`config.mk`:
```
export PLATFORM = sky130hd
export DESIGN_NAME = psts_queue
export DESIGN_NICKNAME = d
export VERILOG_FILES = /design/src/hw/rtl/psts_pkg.sv /design/src/hw/rtl/psts_queue.sv
export SDC_FILE = /design/constraint.sdc
export NUM_CORES = 1
export LEC_CHECK = 0
export BUFFER_PORTS_ARGS = -buffer_cell sky130_fd_sc_hd__clkbuf_2
export CAP_MARGIN = 15
export CORE_ASPECT_RATIO = 1.25
export CORE_MARGIN = 5
export CORE_UTILIZATION = 40
export DETAILED_ROUTE_END_ITERATION = 10
export REMOVE_ABC_BUFFERS = 1
export SETUP_SLACK_MARGIN = 0.02
export SYNTH_ARGS = -nofsm -noshare
export SYNTH_HDL_FRONTEND = slang
export SYNTH_SLANG_ARGS = --single-unit
```
`constraint.sdc`:
```
create_clock -name clk -period 13.2 [get_ports clk]
set_input_delay 0.66 -clock clk [delete_from_list [all_inputs] [get_ports clk]]
set_output_delay 0.66 -clock clk [all_outputs]
set_load 0.02 [all_outputs]
```
`src/hw/rtl/psts_pkg.sv`:
```
`timescale 1ns / 1ps
// ----------------------------------------------------------------------------
// Per-symbol tick statistics package
// Shared types and constants for the tick statistics block.
// ----------------------------------------------------------------------------
package psts_pkg;

    localparam int NUM_SYMBOLS = 256;
    localparam int IDX_W = (NUM_SYMBOLS > 1) ? $clog2(NUM_SYMBOLS) : 1;
    localparam int QUEUE_DEPTH = 2;

    typedef struct packed {
        logic [7:0]  symbol_id;
        logic [31:0] price;
        logic [23:0] quantity;
        logic        side;
        logic [63:0] sent_time_ns;
        logic [63:0] arrival_time_ns;
    } tick_in_t;

    typedef struct packed {
        logic [7:0]  entry_symbol;
        logic [31:0] tick_count;
        logic [63:0] price_volume_sum;
        logic [47:0] volume_sum;
        logic [31:0] min_price;
        logic [31:0] max_price;
        logic [31:0] last_bid;
        logic [31:0] last_ask;
        logic [31:0] spread;
        logic [31:0] processed_count;
        logic [63:0] latency_sum;
    } tick_out_t;

    // Classified work handed from the front part to the back part.
    typedef struct packed {
        logic [7:0]       symbol_id;
        logic [IDX_W-1:0] idx;
        logic [31:0]      price;
        logic [23:0]      quantity;
        logic             side;
        logic             lat_valid;
        logic [63:0]      latency;
    } work_t;

    typedef enum logic [1:0] {
        ST_CLEAR,
        ST_READ,
        ST_UPDATE,
        ST_WRITE
    } back_state_t;

endpackage

```
`src/hw/rtl/psts_queue.sv`:
```
`timescale 1ns / 1ps
// ----------------------------------------------------------------------------
// Work queue
// Short queue that decouples the front end from the table update.
// ----------------------------------------------------------------------------
module psts_queue (
    input  logic            clk,
    input  logic            rst_n,
    input  psts_pkg::work_t wr_data,
    input  logic            wr_valid,
    output logic            wr_ready,
    output psts_pkg::work_t rd_data,
    output logic            rd_valid,
    input  logic            rd_ready
);
    import psts_pkg::*;

    work_t slot_reg [QUEUE_DEPTH];
    logic  [0:0] wp_reg;
    logic  [0:0] rp_reg;
    logic  [1:0] cnt_reg;
    logic  push;
    logic  pop;

    assign wr_ready = cnt_reg != 2'(QUEUE_DEPTH);
    assign rd_valid = cnt_reg != 2'd0;
    assign rd_data  = slot_reg[rp_reg];
    assign push = wr_valid && wr_ready;
    assign pop  = rd_valid && rd_ready;

    always_ff @(posedge clk or negedge rst_n)
    begin
        if (!rst_n)
        begin
            wp_reg  <= '0;
            rp_reg  <= '0;
            cnt_reg <= '0;
        end
        else
        begin
            if (push)
            begin
                wp_reg <= wp_reg + 1'b1;
            end
            if (pop)
            begin
                rp_reg <= rp_reg + 1'b1;
            end
            cnt_reg <= cnt_reg + 2'(push) - 2'(pop);
        end
    end

    always_ff @(posedge clk)
    begin
        if (push)
        begin
            slot_reg[wp_reg] <= wr_data;
        end
    end

`ifndef SYNTHESIS
    a_no_overflow: assert property (@(posedge clk) disable iff (!rst_n)
        cnt_reg <= 2'(QUEUE_DEPTH)) else $error("queue count overflow");
    a_count_track: assert property (@(posedge clk) disable iff (!rst_n)
        (push && !pop) |=> cnt_reg == $past(cnt_reg) + 2'd1)
        else $error("queue count did not grow on push");
    a_pop_valid: assert property (@(posedge clk) disable iff (!rst_n)
        (cnt_reg == 2'd0) |-> !pop) else $error("pop from empty queue");
`endif

endmodule

```
Word-level counts from Yosys, hierarchy flattened
Memories as Yosys holds them, arrays and structs flattened.
Index checks and enable logic that the tools add are counted.
{"block": "totals", "out_inout_bits": 140, "elab_cells": 14, "input_bits": 142, "memories": 1, "ramBits": 276, "reg_bits": 4}
{"memory": "slot_reg", "words": 2, "word_bits": 138, "rd": 1, "rd_ports_with_merged_regs": 0, "write_ports": 1, "line": "psts_queue.sv:18", "source": "work_t slot_reg [QUEUE_DEPTH];"}
{"block": "classes", "n_reduce_logical": 3, "eq_ne": 1, "addsub": 4, "muxes": 2}
{"op": "1-bit adder (second input constant)", "n": 2}
{"op": "2-bit by 1-bit adder with 2-bit output", "n": 1}
{"op": "1-bit logical AND", "n": 2}
{"op": "1-bit two-way mux", "n": 2}
{"op": "2-bit != test (second input constant)", "n": 1}
{"op": "2-bit nonzero test", "n": 1}
{"op": "2-bit by 1-bit subtractor with 2-bit output", "n": 1}

Logic depth before layout (Yosys ltp)
{"block": "logic_depth", "word_depth": 4, "ltp_mapped": 5, "ltp_nobuf": 5}

Worst setup path before layout
OpenSTA, ideal clock, no wires.
{"block": "synth_path", "kind": "register to register", "from": "reg cnt_reg[0]", "to": "mem slot_reg[0][0] in the netlist's numbering (enable)", "setup_slack_ps": 6027, "required_time_ps": 12563, "path_stages_with_launch": 4, "arrival_ps": 6536, "path_buffers": 0, "setup_time_ps": 637, "period_less_slack_ps": 7173, "path_cell_list": "dfrtp_1 > nand2b_1 > nand2_1 > nor2_1"}
{"block": "synth_via", "elab_chain_cells": 4}
{"item": "start: declaration", "line": "psts_queue.sv:21", "source": "logic [1:0] cnt_reg;"}
{"item": "start signal: assignment", "line": "psts_queue.sv:49", "source": "cnt_reg <= cnt_reg + 2'(push) - 2'(pop);"}
{"item": "2-bit != test", "line": "psts_queue.sv:25", "source": "assign wr_ready = cnt_reg != 2'(QUEUE_DEPTH);"}
{"item": "net wr_ready", "line": "psts_queue.sv:11", "source": "output logic wr_ready,"}
{"item": "1-bit logical AND", "line": "psts_queue.sv:28", "source": "assign push = wr_valid && wr_ready;"}
{"item": "1-bit two-way mux", "line": "psts_queue.sv:55", "source": "if (push)"}
{"item": "1-bit two-way mux (not written as such)", "line": "psts_queue.sv:57", "source": "slot_reg[wp_reg] <= wr_data;"}
{"item": "end: declaration", "line": "psts_queue.sv:18"}
The timed path passes the listed nets, and every way through them passes these cells.

==> results.py <==
metrics = {
    "global_route": {
        "grt_max_degree": 82,
        "grt_pass1_wl_mm": 31.4,
        "grt_use_total_pct": 13.6,
        "grt_pass1_vias": 5810,
        "grt-ovfl-total": 0,
        "antenna_found_initial": 1,
    },
    "placed_design": {
        "detailed_place_hpwl_mm": 14.2,
        "globalplace.congestion": 0.745,
        "preCtsSetupSlack_ns": 9.97,
        "port_buffers": 281,
    },
    "timing": {
        "period_share_pct": 28.0,
        "layout_min_cycle_time_ns": 3.69,
        "rsz0062_at_grt": "false",
        "max_clock_freq_ghz": 0.271,
        "worstMarginPinSlew_ns": 1.15,
        "skew_ns": 0.0136,
        "finalSetupViolCount": 0,
        "finalHoldViolations": 0,
        "fin_setup_tns_ns": 0,
        "max_slew_margin_pct": 23.5,
        "setup_slack_ns": 9.51,
        "slew_violations": 0,
    },
    "hold_path": {
        "hold-path-cell-count": 1,
        "holdCritPathClass": "input port to flop",
    },
    "final_layout": {
        "utilization_pct": 50.8,
        "area_growth_pct": 25.4,
        "drive_gt1_share_pct": 60.4,
        "nets": 894,
        "largest_reg_flops": 276,
    },
    "routing": {
        "dr.pass1.iters": 4,
        "vias_per_cell": 4.66,
        "drc": 0,
        "antenna_left": 0,
        "drt_wl_total_mm": 20.6,
        "routedWlPerCell_um": 18.6,
        "drtIter0Drc": 157,
        "vias": 5153,
    },
    "die": {
        "die_x_um": 153,
        "initial_core_util_pct": 40.5,
        "die-height_um": 189,
        "coreArea_um2": 25200,
        "io_pins": 282,
        "dieArea_um2": 28800,
        "row_count": 65,
    },
    "clock_network": {
        "root_buffer": "clkbuf_16",
        "cts-resized-gates": 0,
        "cts_tree": "built",
        "cts_buffers": 27,
        "h-tree-depth": 1,
        "cts.path.max_buffers": 3,
        "clock_latency_ns": 0.52,
        "cts.clk_slew.worst_paths_ns": 0.06,
        "clock_sinks": 280,
    },
    "synthesis": {
        "synth_area_leaders": "edfxtp_1 81%, mux2_2 15%, buf_6 1.2%, dfrtp_1 0.98%, xnor2_1 0.26%",
        "yosys.cell_count.top_type": "edfxtp_1",
        "avgSynthCellArea_um2": 22.6,
        "synth_edf_count": 276,
        "synth_area_um2": 10200,
        "ys.flop_type": "edfxtp_1",
        "yosysSeqAreaShare_pct": 82.2,
        "synth.top_cell.area_share_pct": 81.2,
        "yosysTopAreaCell": "edfxtp_1",
        "synthCells": 451,
        "ys_async_sr_fraction_pct": 1.43,
        "yosys-top-cells-count": "276 x edfxtp_1, 138 x mux2_2, 11 x buf_6",
        "ys_types": 19,
        "synth_seq_cells": 280,
        "ys_warn_count": 0,
    },
    "critical_path": {
        "required_ns": 12.54,
        "worstSetupPathType": "flop to primary output",
        "crit_arrival_ns": 3.03,
        "worstRegToRegCells": 3,
        "start_kind": "flop",
        "cp_max_fo": 72,
        "critPathCaptureType": "primary output",
    },
    "power_and_ir_drop": {
        "power_leakage_nw": 4.81,
        "peakVddDrop_uv": 134,
        "power.density_nw_per_um2": 231,
    },
    "run": {
        "maxCapViolCount": 0,
    },
    "run_status": {
        "status": "completed",
    },
}
==> logic make-up after synthesis <==
family	share of synthesized area [%]
AOI/OAI and AO/OA	0.306
DFF	82.2
and+or+nand+nor	0.478
buffers and inverters	1.46
xor gates and xnor gates	0.257
muxes	15.2
adders and majority gates	0.123
==> per-stage QoR <==
step | instance area, µm² | hold WS, ns | power [mW] | std cells
final | 12800 | 0.324 | 2.96 | 1106
after global routing | 12800 | 0.295 | 3.11 | 1105
after CTS | 12800 | 0.296 | 3.01 | 1105
after detailed placement | 11900 | 0.475 | 2.27 | 1056
after global placement | 11900 | 0.469 | 2.24 | 1056
after floorplan | 10100 | 0.364 | 1.98 | 436
==> critical path: stages, from the launching register on <==
cell and delay (ns):
dfrtp_4 1.01, buf_4 0.83, mux2_2 0.43, clkbuf_2 0.16
==> final cells by class <==
type	instances	area [µm²]
diodes	1	2.50
repair buffers	286	1450
well taps	335	419
clock inverters	15	156
clock buffers	33	698
flip-flops and latches	280	8390
fillers	2132	12400
multi-input cells	156	1690
==> power breakdown <==
| group | internal (mW) | switching [mW] |
|---|---|---|
| Clock | 0.435 | 0.302 |
| Sequential | 1.22 | 0.0866 |
| Combinational | 0.355 | 0.565 |
==> repair_timing <==
action / 4_1_cts / 5_1_grt
hold buffers: 1 / 0
hold endpoints to repair: 4 / 0
buffers inserted: 0 / 0
==> cell usage in the layout (no fill, tap or decap), types with 2 or more instances in the layout <==
cell / netlist / final
clkinv_2: 0 / 4
clkbuf_1: 0 / 6
xnor2_1: 3 / 3
edfxtp_1: 276 / 276
bufinv_16: 0 / 3
mux2_2: 138 / 138
buf_4: 2 / 4
clkbuf_16: 0 / 27
nor2_1: 3 / 2
dfrtp_1: 4 / 3
nand2_1: 2 / 2
clkbuf_2: 0 / 281
clkinv_1: 0 / 5
==> final timing paths <==
path	startpoint	to	slack (ns)
worst max-delay path	rp_reg	rd_data[88]	9.51
max in group asynchronous	rst_n	rp_reg	12.55
worst max register to register	cnt_reg[0]	slot_reg[1][131]	10.37
worst min-delay path	wr_data[55]	slot_reg[0][55]	0.32
min in group asynchronous	rst_n	rp_reg	0.51
worst min register to register	wp_reg	wp_reg	0.56
==> per-layer routing <==
metal | track usage [%] | wire length, µm | vias to the layer above
li1 | - | - | 2409
met1 | 14.7 | 7480 | 2531
met2 | 25.4 | 11100 | 173
met3 | 4.23 | 1480 | 38
met4 | 4.29 | 525 | 2
met5 | 0 | 13 | -
No activity file was read; power rests on OpenSTA's default activity.
