==> src/hw/rtl/psts_pkg.sv <==
`timescale 1ns / 1ps
// ----------------------------------------------------------------------------
// Per-symbol tick statistics package
// Shared types and constants for the tick statistics block.
// ----------------------------------------------------------------------------
package psts_pkg;

    localparam int NUM_SYMBOLS = 256;
    localparam int IDX_W = (NUM_SYMBOLS > 1) ? $clog2(NUM_SYMBOLS) : 1;
    localparam int QUEUE_DEPTH = 2;

    typedef struct packed {
        logic [7:0]  symbol_id;
        logic [31:0] price;
        logic [23:0] quantity;
        logic        side;
        logic [63:0] sent_time_ns;
        logic [63:0] arrival_time_ns;
    } tick_in_t;

    typedef struct packed {
        logic [7:0]  entry_symbol;
        logic [31:0] tick_count;
        logic [63:0] price_volume_sum;
        logic [47:0] volume_sum;
        logic [31:0] min_price;
        logic [31:0] max_price;
        logic [31:0] last_bid;
        logic [31:0] last_ask;
        logic [31:0] spread;
        logic [31:0] processed_count;
        logic [63:0] latency_sum;
    } tick_out_t;

    // Classified work handed from the front part to the back part.
    typedef struct packed {
        logic [7:0]       symbol_id;
        logic [IDX_W-1:0] idx;
        logic [31:0]      price;
        logic [23:0]      quantity;
        logic             side;
        logic             lat_valid;
        logic [63:0]      latency;
    } work_t;

    typedef enum logic [1:0] {
        ST_CLEAR,
        ST_READ,
        ST_UPDATE,
        ST_WRITE
    } back_state_t;

endpackage

==> src/hw/rtl/psts_front.sv <==
`timescale 1ns / 1ps
// ----------------------------------------------------------------------------
// Tick front end
// Accepts ticks, maps the symbol to a table index and forms the latency.
// ----------------------------------------------------------------------------
module psts_front (
    input  logic               clk,
    input  logic               rst_n,
    input  psts_pkg::tick_in_t in_data,
    input  logic               in_valid,
    output logic               in_ready,
    output psts_pkg::work_t    wk_data,
    output logic               wk_valid,
    input  logic               wk_ready
);
    import psts_pkg::*;

    work_t wk_reg;
    logic  valid_reg;
    logic  [64:0] diff;

    assign in_ready = !valid_reg || wk_ready;
    assign wk_data  = wk_reg;
    assign wk_valid = valid_reg;
    assign diff = {1'b0, in_data.arrival_time_ns} - {1'b0, in_data.sent_time_ns};

    always_ff @(posedge clk or negedge rst_n)
    begin
        if (!rst_n)
        begin
            valid_reg <= 1'b0;
        end
        else if (in_ready)
        begin
            valid_reg <= in_valid;
        end
    end

    always_ff @(posedge clk)
    begin
        if (in_valid && in_ready)
        begin
            wk_reg.symbol_id <= in_data.symbol_id;
            wk_reg.idx       <= IDX_W'(32'(in_data.symbol_id) % NUM_SYMBOLS);
            wk_reg.price     <= in_data.price;
            wk_reg.quantity  <= in_data.quantity;
            wk_reg.side      <= in_data.side;
            wk_reg.lat_valid <= !diff[64];
            wk_reg.latency   <= diff[63:0];
        end
    end

endmodule

==> config.mk <==
export PLATFORM = sky130hd
export DESIGN_NAME = psts_front
export DESIGN_NICKNAME = d
export VERILOG_FILES = /design/src/hw/rtl/psts_pkg.sv /design/src/hw/rtl/psts_front.sv
export SDC_FILE = /design/constraint.sdc
export NUM_CORES = 1
export LEC_CHECK = 0
export BUFFER_PORTS_ARGS = -buffer_cell sky130_fd_sc_hd__buf_2
export CAP_MARGIN = 30
export CORE_MARGIN = 2
export CORE_UTILIZATION = 45
export DETAILED_ROUTE_END_ITERATION = 10
export MAX_ROUTING_LAYER = met4
export PLACE_DENSITY_LB_ADDON = 0.12
export SYNTH_ARGS = -nofsm -noshare
export SYNTH_HDL_FRONTEND = slang
export SYNTH_SLANG_ARGS = --single-unit
==> constraint.sdc <==
create_clock -name clk -period 10.3 [get_ports clk]
set_input_delay 0.515 -clock clk [delete_from_list [all_inputs] [get_ports clk]]
set_output_delay 0.515 -clock clk [all_outputs]
set_load 0.03 [all_outputs]
Word level (Yosys, flattened, before mapping):

Index checks and enable logic that the tools add are counted.

* bits in registers: 131
* input bits: 197
* output and inout bits: 140

* add/sub/neg operators: 1
* reduce and logical (&&, ||, !) cells: 4

Operators with widths (count)
* 64-bit by 64-bit subtractor with 65-bit output: 1
* 1-bit logical NOT: 2
* 1-bit logical AND: 1
* 1-bit logical OR: 1

Longest topological paths before layout:

* depth after elaboration: 3
* gate-level depth with buffers: 13

Worst setup path after synthesis:

Ideal clock, no wire load.

* path kind: input -> register
* from: input port wk_ready
* to: register wk_reg, in the netlist wk_data[0] (enable)
* library setup time: 504 ps
* arrival time: 3882 ps
* slack: 5914 ps
* cell stages on the path: 2
* buffers on the path: 0
* path through: nand2b_1 and2_1

* longest elaborated chain between the ends: 2

RTL lines
* from (decl): line psts_front.sv:14 `input logic wk_ready`
* 1-bit logical OR: line psts_front.sv:22 `assign in_ready = !valid_reg || wk_ready;`
* 1-bit logical AND: line psts_front.sv:41 `if (in_valid && in_ready)`
* to (decl): line psts_front.sv:18 `work_t wk_reg;`

Every way passes these cells.
A chain may end at the register's enable or synchronous reset.

Worst setup path after layout:

* from: input port in_data[0] (netlist bit)
* to: register wk_reg, in the netlist wk_data[58], data pin

* longest elaborated chain between the ends: 1

RTL lines
* from (decl): line psts_front.sv:9 `input psts_pkg::tick_in_t in_data,`
* 64-bit by 64-bit subtractor with 65-bit output: line psts_front.sv:25 `assign diff = {1'b0, in_data.arrival_time_ns} - {1'b0, in_data.sent_time_ns};`
* via diff[58]: line psts_front.sv:20 `logic [64:0] diff;`

The timed path passes the listed nets, and every way through them passes these cells.

==> tab_implementation.tex <==
\begin{tabular}{lr}
\hline
Metric & Value \\
\hline
\multicolumn{2}{l}{\textbf{Placed design}} \\
\quad Post-DP HPWL & $\sim$18000 microns \\
\quad Number of buffers inserted by port buffering & 336 \\
\quad Routability congestion estimate & 0.8919 \\
\quad Inst Count DP & between 1000 and 1500 \\
\multicolumn{2}{l}{\textbf{Yosys}} \\
\quad Post-synth EDFFs & 130 \\
\quad Synthesized-area fraction occupied by and/or/nand/nor cells & 0.1101 \\
\quad Cell area after technology mapping & approximately 8000 sq um \\
\quad Adder-Cell Fraction of Synth Area & 0.1023 \\
\quad Mux cell area share after synthesis & 0 \\
\quad Share of the synthesized netlist area taken by xor and xnor gates & 0.06659 \\
\quad Cell types occupying the most area after synthesis & sky130\_fd\_sc\_hd\_\_edfxtp\_1 (49\%), sky130\_fd\_sc\_hd\_\_ha\_1 (10\%), sky130\_fd\_sc\_hd\_\_a21oi\_1 (4.4\%) \\
\quad Top cell type by total area after synthesis & sky130\_fd\_sc\_hd\_\_edfxtp\_1 \\
\quad Yosys top cell area share & 0.4866 \\
\quad Dominant combinational cell family by area after synthesis & compound AO/OA/AOI/OAI gates \\
\quad Synth Flop Type & sky130\_fd\_sc\_hd\_\_edfxtp\_1 \\
\quad Share of flip-flops with an asynchronous set or reset & 0.007634 \\
\quad Synthesized area per cell & between 10 and 15 sq um \\
\quad Number of distinct standard cells referenced by the synthesized netlist & 61 \\
\quad Synth Area in Compound Gates & 0.1689 \\
\quad Share of synthesized area occupied by flip-flops and latches & 0.4897 \\
\quad Number of nets in the synthesized netlist & 1027 \\
\quad Seq cells post-synth & 131 \\
\quad Top cells by instance count after synthesis & sky130\_fd\_sc\_hd\_\_edfxtp\_1 (130), sky130\_fd\_sc\_hd\_\_inv\_1 (82), sky130\_fd\_sc\_hd\_\_a21oi\_1 (71) \\
\quad Number of warnings reported in the yosys synthesis log & 0 \\
\quad Number of instances in the synthesized netlist & $\sim$770 \\
\quad Top-count cell post-synth & sky130\_fd\_sc\_hd\_\_edfxtp\_1 \\
\multicolumn{2}{l}{\textbf{Floorplan}} \\
\quad Die Height & 137.5 microns \\
\quad Number of placement rows & 48 \\
\quad Initial Util & 0.4622 \\
\quad Area of the placeable core & 17360 sq um \\
\quad DIE AREA & 18910 sq um \\
\quad Number of top-level pins & 337 \\
\quad Horizontal extent of the die & around 140 microns \\
\multicolumn{2}{l}{\textbf{Timing}} \\
\quad Clock period minus final worst setup slack & $\sim$3100 ps \\
\quad Layout Skew & 9.915 ps \\
\quad Share of the cycle needed by the critical path after routing & 0.3005 \\
\quad Max-slew violation total from the final report & 0 \\
\quad Fmax & 0.3231 GHz \\
\quad Unrepaired setup endpoints after global routing & false \\
\quad Worst rel slew slack & 0.3883 \\
\quad Summed negative setup slack over all endpoints & 0 ps \\
\quad Finish-stage setup viols & 0 \\
\quad Final hold violation count & 0 \\
\quad Slew @ Worst Pin & 917.5 ps \\
\multicolumn{2}{l}{\textbf{Power and ir drop}} \\
\quad Total power density per cell area & 166.9 nW/um\^{}2 \\
\quad Internal power & 0.001197 W \\
\quad Peak ir drop on the vdd network & about 0.00011 V \\
\quad Switching power as a share of total power & 0.3114 \\
\quad Part of the power in registers & 0.382 \\
\quad Clock network fraction of design power & 0.361 \\
\quad Leakage power & slightly below 5 nW \\
\quad Switching power total & 0.0005415 W \\
\quad Fraction of power consumed by combinational cells & 0.257 \\
\multicolumn{2}{l}{\textbf{Global routing}} \\
\quad GRT Residual Overflow & 0 \\
\quad Initial antenna violation count & 0 \\
\quad Maximum number of pins on one net before global-route repair & 68 \\
\quad Total routing resource utilization after global routing & 0.2343 \\
\quad Number of global-route vias before repair & 6358 \\
\quad Global-route wire length before repair & 32620 microns \\
\multicolumn{2}{l}{\textbf{Drt}} \\
\quad Total wirelength of the detailed-routed design & $\sim$22000 microns \\
\quad Mean number of vias per cell & 5.101 \\
\quad Total number of vias & 6739 \\
\quad Antenna Violating Nets Remaining & 0 \\
\quad Final routed wire length divided by cell count & 16.74 microns \\
\quad Router iterations before antenna repair & 5 \\
\quad Drt initial violations & $\sim$360 \\
\quad DRC Markers & 0 \\
\multicolumn{2}{l}{\textbf{Critical path}} \\
\quad Type of destination of the critical path & flop \\
\quad Worst Path Max Fanout & 3 \\
\quad Reg-to-reg endpoint & wk\_data[66]\$\_DFFE\_PP\_ \\
\quad Data arrival, critical path & approximately 3200 ps \\
\quad Register-to-Register Path Depth & 3 \\
\quad Setup Crit Path Kind & input port to flop \\
\quad Startpoint of the worst register-to-register path & wk\_valid\$\_DFFE\_PN0N\_ \\
\quad Internal reg-to-reg setup slack & 7790 ps \\
\quad Required time of the critical path & between 10000 and 15000 ps \\
\quad Startpoint types & input port \\
\multicolumn{2}{l}{\textbf{Worst hold path}} \\
\quad Worst hold start & in\_data[178] \\
\quad Hold depth & 1 \\
\quad Hold Path End & wk\_data[115]\$\_DFFE\_PP\_ \\
\quad Hold Path Class & input port to flop \\
\multicolumn{2}{l}{\textbf{Cells and area}} \\
\quad Filler Cell Count & 1576 \\
\quad Proportion of layout cells with a drive suffix above 1 & 0.3531 \\
\quad Total inserted antenna cells & 0 \\
\quad Net count, final & between 1000 and 1500 \\
\quad Non-filler instance count after layout & roughly 1300 \\
\quad Area growth from synthesis to layout & 29.88\% \\
\multicolumn{2}{l}{\textbf{Clock network}} \\
\quad Clock latency at the later pin of the worst-skew pair & about 400 ps \\
\quad CTS clk-pin slew, worst paths & 60 ps \\
\quad Clk root buf & sky130\_fd\_sc\_hd\_\_clkbuf\_16 \\
\quad Number of levels in the clock H-tree & 4 \\
\quad CTS sink cnt & $\sim$130 \\
\quad CTS tree & built \\
\quad Maximum buffer depth of the clock tree & 2 \\
\quad Num CTS Buffers & 17 \\
\multicolumn{2}{l}{\textbf{Outcome}} \\
\quad Outcome & finished, final reports clean \\
\multicolumn{2}{l}{\textbf{Job}} \\
\quad Max-cap viol count & 0 \\
\hline
\end{tabular}
## metrics by stage
step	utilization	cell area, sq um	hold slack (ps)	power, W	setup slack, ps
after global routing	0.6003	10420	255.8	0.001816	6964
after detailed placement	0.5648	9803	290.7	0.001121	6815
after floorplan	-	8023	219.4	0.0009895	5914
after global placement	0.5648	9803	289.4	0.001119	6846
after CTS	0.6003	10420	263.9	0.001750	7243
final	0.6003	10420	279.7	0.001739	7205
## worst max-delay path, cell delays in order
cell and delay, ps:
sky130_fd_sc_hd__buf_2 80, sky130_fd_sc_hd__inv_1 30, sky130_fd_sc_hd__ha_1 210, sky130_fd_sc_hd__fa_1 400, sky130_fd_sc_hd__nand2b_1 180, sky130_fd_sc_hd__a21o_1 200
sky130_fd_sc_hd__a31oi_4 210, sky130_fd_sc_hd__o211ai_1 160, sky130_fd_sc_hd__a21oi_2 210, sky130_fd_sc_hd__o21ai_2 110, sky130_fd_sc_hd__o41ai_2 540, sky130_fd_sc_hd__a21boi_2 180
sky130_fd_sc_hd__o21ai_2 150, sky130_fd_sc_hd__xor2_1 80
## logic make-up (layout without fill, tap and decap cells)
kind of cell / after synthesis / after routing
AOI/OAI and AO/OA: 205 / 205
buffers and inverters: 121 / 452
xor gates and xnor gates: 61 / 61
and+or+nand+nor: 182 / 182
DFF: 131 / 131
adders and majority gates: 65 / 65
## metal layers
metal / routed length, microns / track usage / vias up
met5: 0 / - / -
met1: 9070 / 0.2782 / 3094
met2: 11160 / 0.4019 / 223
met4: 438 / 0.07961 / 0
li1: - / - / 3400
met3: 1443 / 0.04194 / 22
## power by group through the flow
| stage | logic (W) | clock network [W] | registers, W |
|---|---|---|---|
| floorplan | 0.000222 | 0 | 0.000768 |
| global placement | 0.000445 | 0 | 0.000674 |
| detailed placement | 0.000446 | 0 | 0.000674 |
| CTS | 0.000449 | 0.000637 | 0.000664 |
| global route | 0.000488 | 0.000660 | 0.000668 |
| finish | 0.000447 | 0.000628 | 0.000664 |
## area by class of cell
class / instances / area, sq um / share of cell area
inverter: 82 / 307.8 / 0.02954
timing repair buffer: 338 / 1699 / 0.1631
clock inverter: 14 / 177.7 / 0.01705
multi-input combinational: 513 / 3596 / 0.3451
sequential: 131 / 3929 / 0.3770
clock buffer: 18 / 429.2 / 0.04119
tap: 225 / 281.5 / 0.02702
## sequential cells by signal, indices dropped and copies added, names as in the netlist
register / flops
wk_data: 130
wk_valid: 1
## worst max path at each step
stage | startpoint | end | slack, ps | cells after the start
6_report | in_data[0] | wk_data[58]$_DFFE_PP_ | 7200 | 14
2_1_floorplan | wk_ready | wk_data[0]$_DFFE_PP_ | 5910 | 2
3_5_place_dp | in_data[3] | wk_data[47]$_DFFE_PP_ | 6820 | 12
5_1_grt | in_data[0] | wk_data[58]$_DFFE_PP_ | 6960 | 14
4_1_cts | in_data[0] | wk_data[60]$_DFFE_PP_ | 7240 | 14
3_3_place_gp | in_data[0] | wk_data[60]$_DFFE_PP_ | 6850 | 14
## cells in the final DEF, fill, tap and decap left out, drive strengths merged, types with 5 or more instances in the layout
master / instances
nor2b: 7
o21ai: 38
a31oi: 11
and2: 5
o21bai: 11
ha: 64
nand3: 13
nor3: 11
buf: 337
a21oi: 75
a21o: 30
clkbuf: 18
o21a: 5
inv: 87
edfxtp: 130
and3: 6
nor2: 42
nand4: 25
a21boi: 5
xor2: 21
o211ai: 5
nand2b: 10
xnor2: 40
clkinv: 5
nand2: 56
## repair_timing
item	CTS	global route
resized for setup	0	0
setup buffers	0	0
hold endpoints to repair	1	0
hold buffers	1	0
Power figures use the tool's default switching activity.
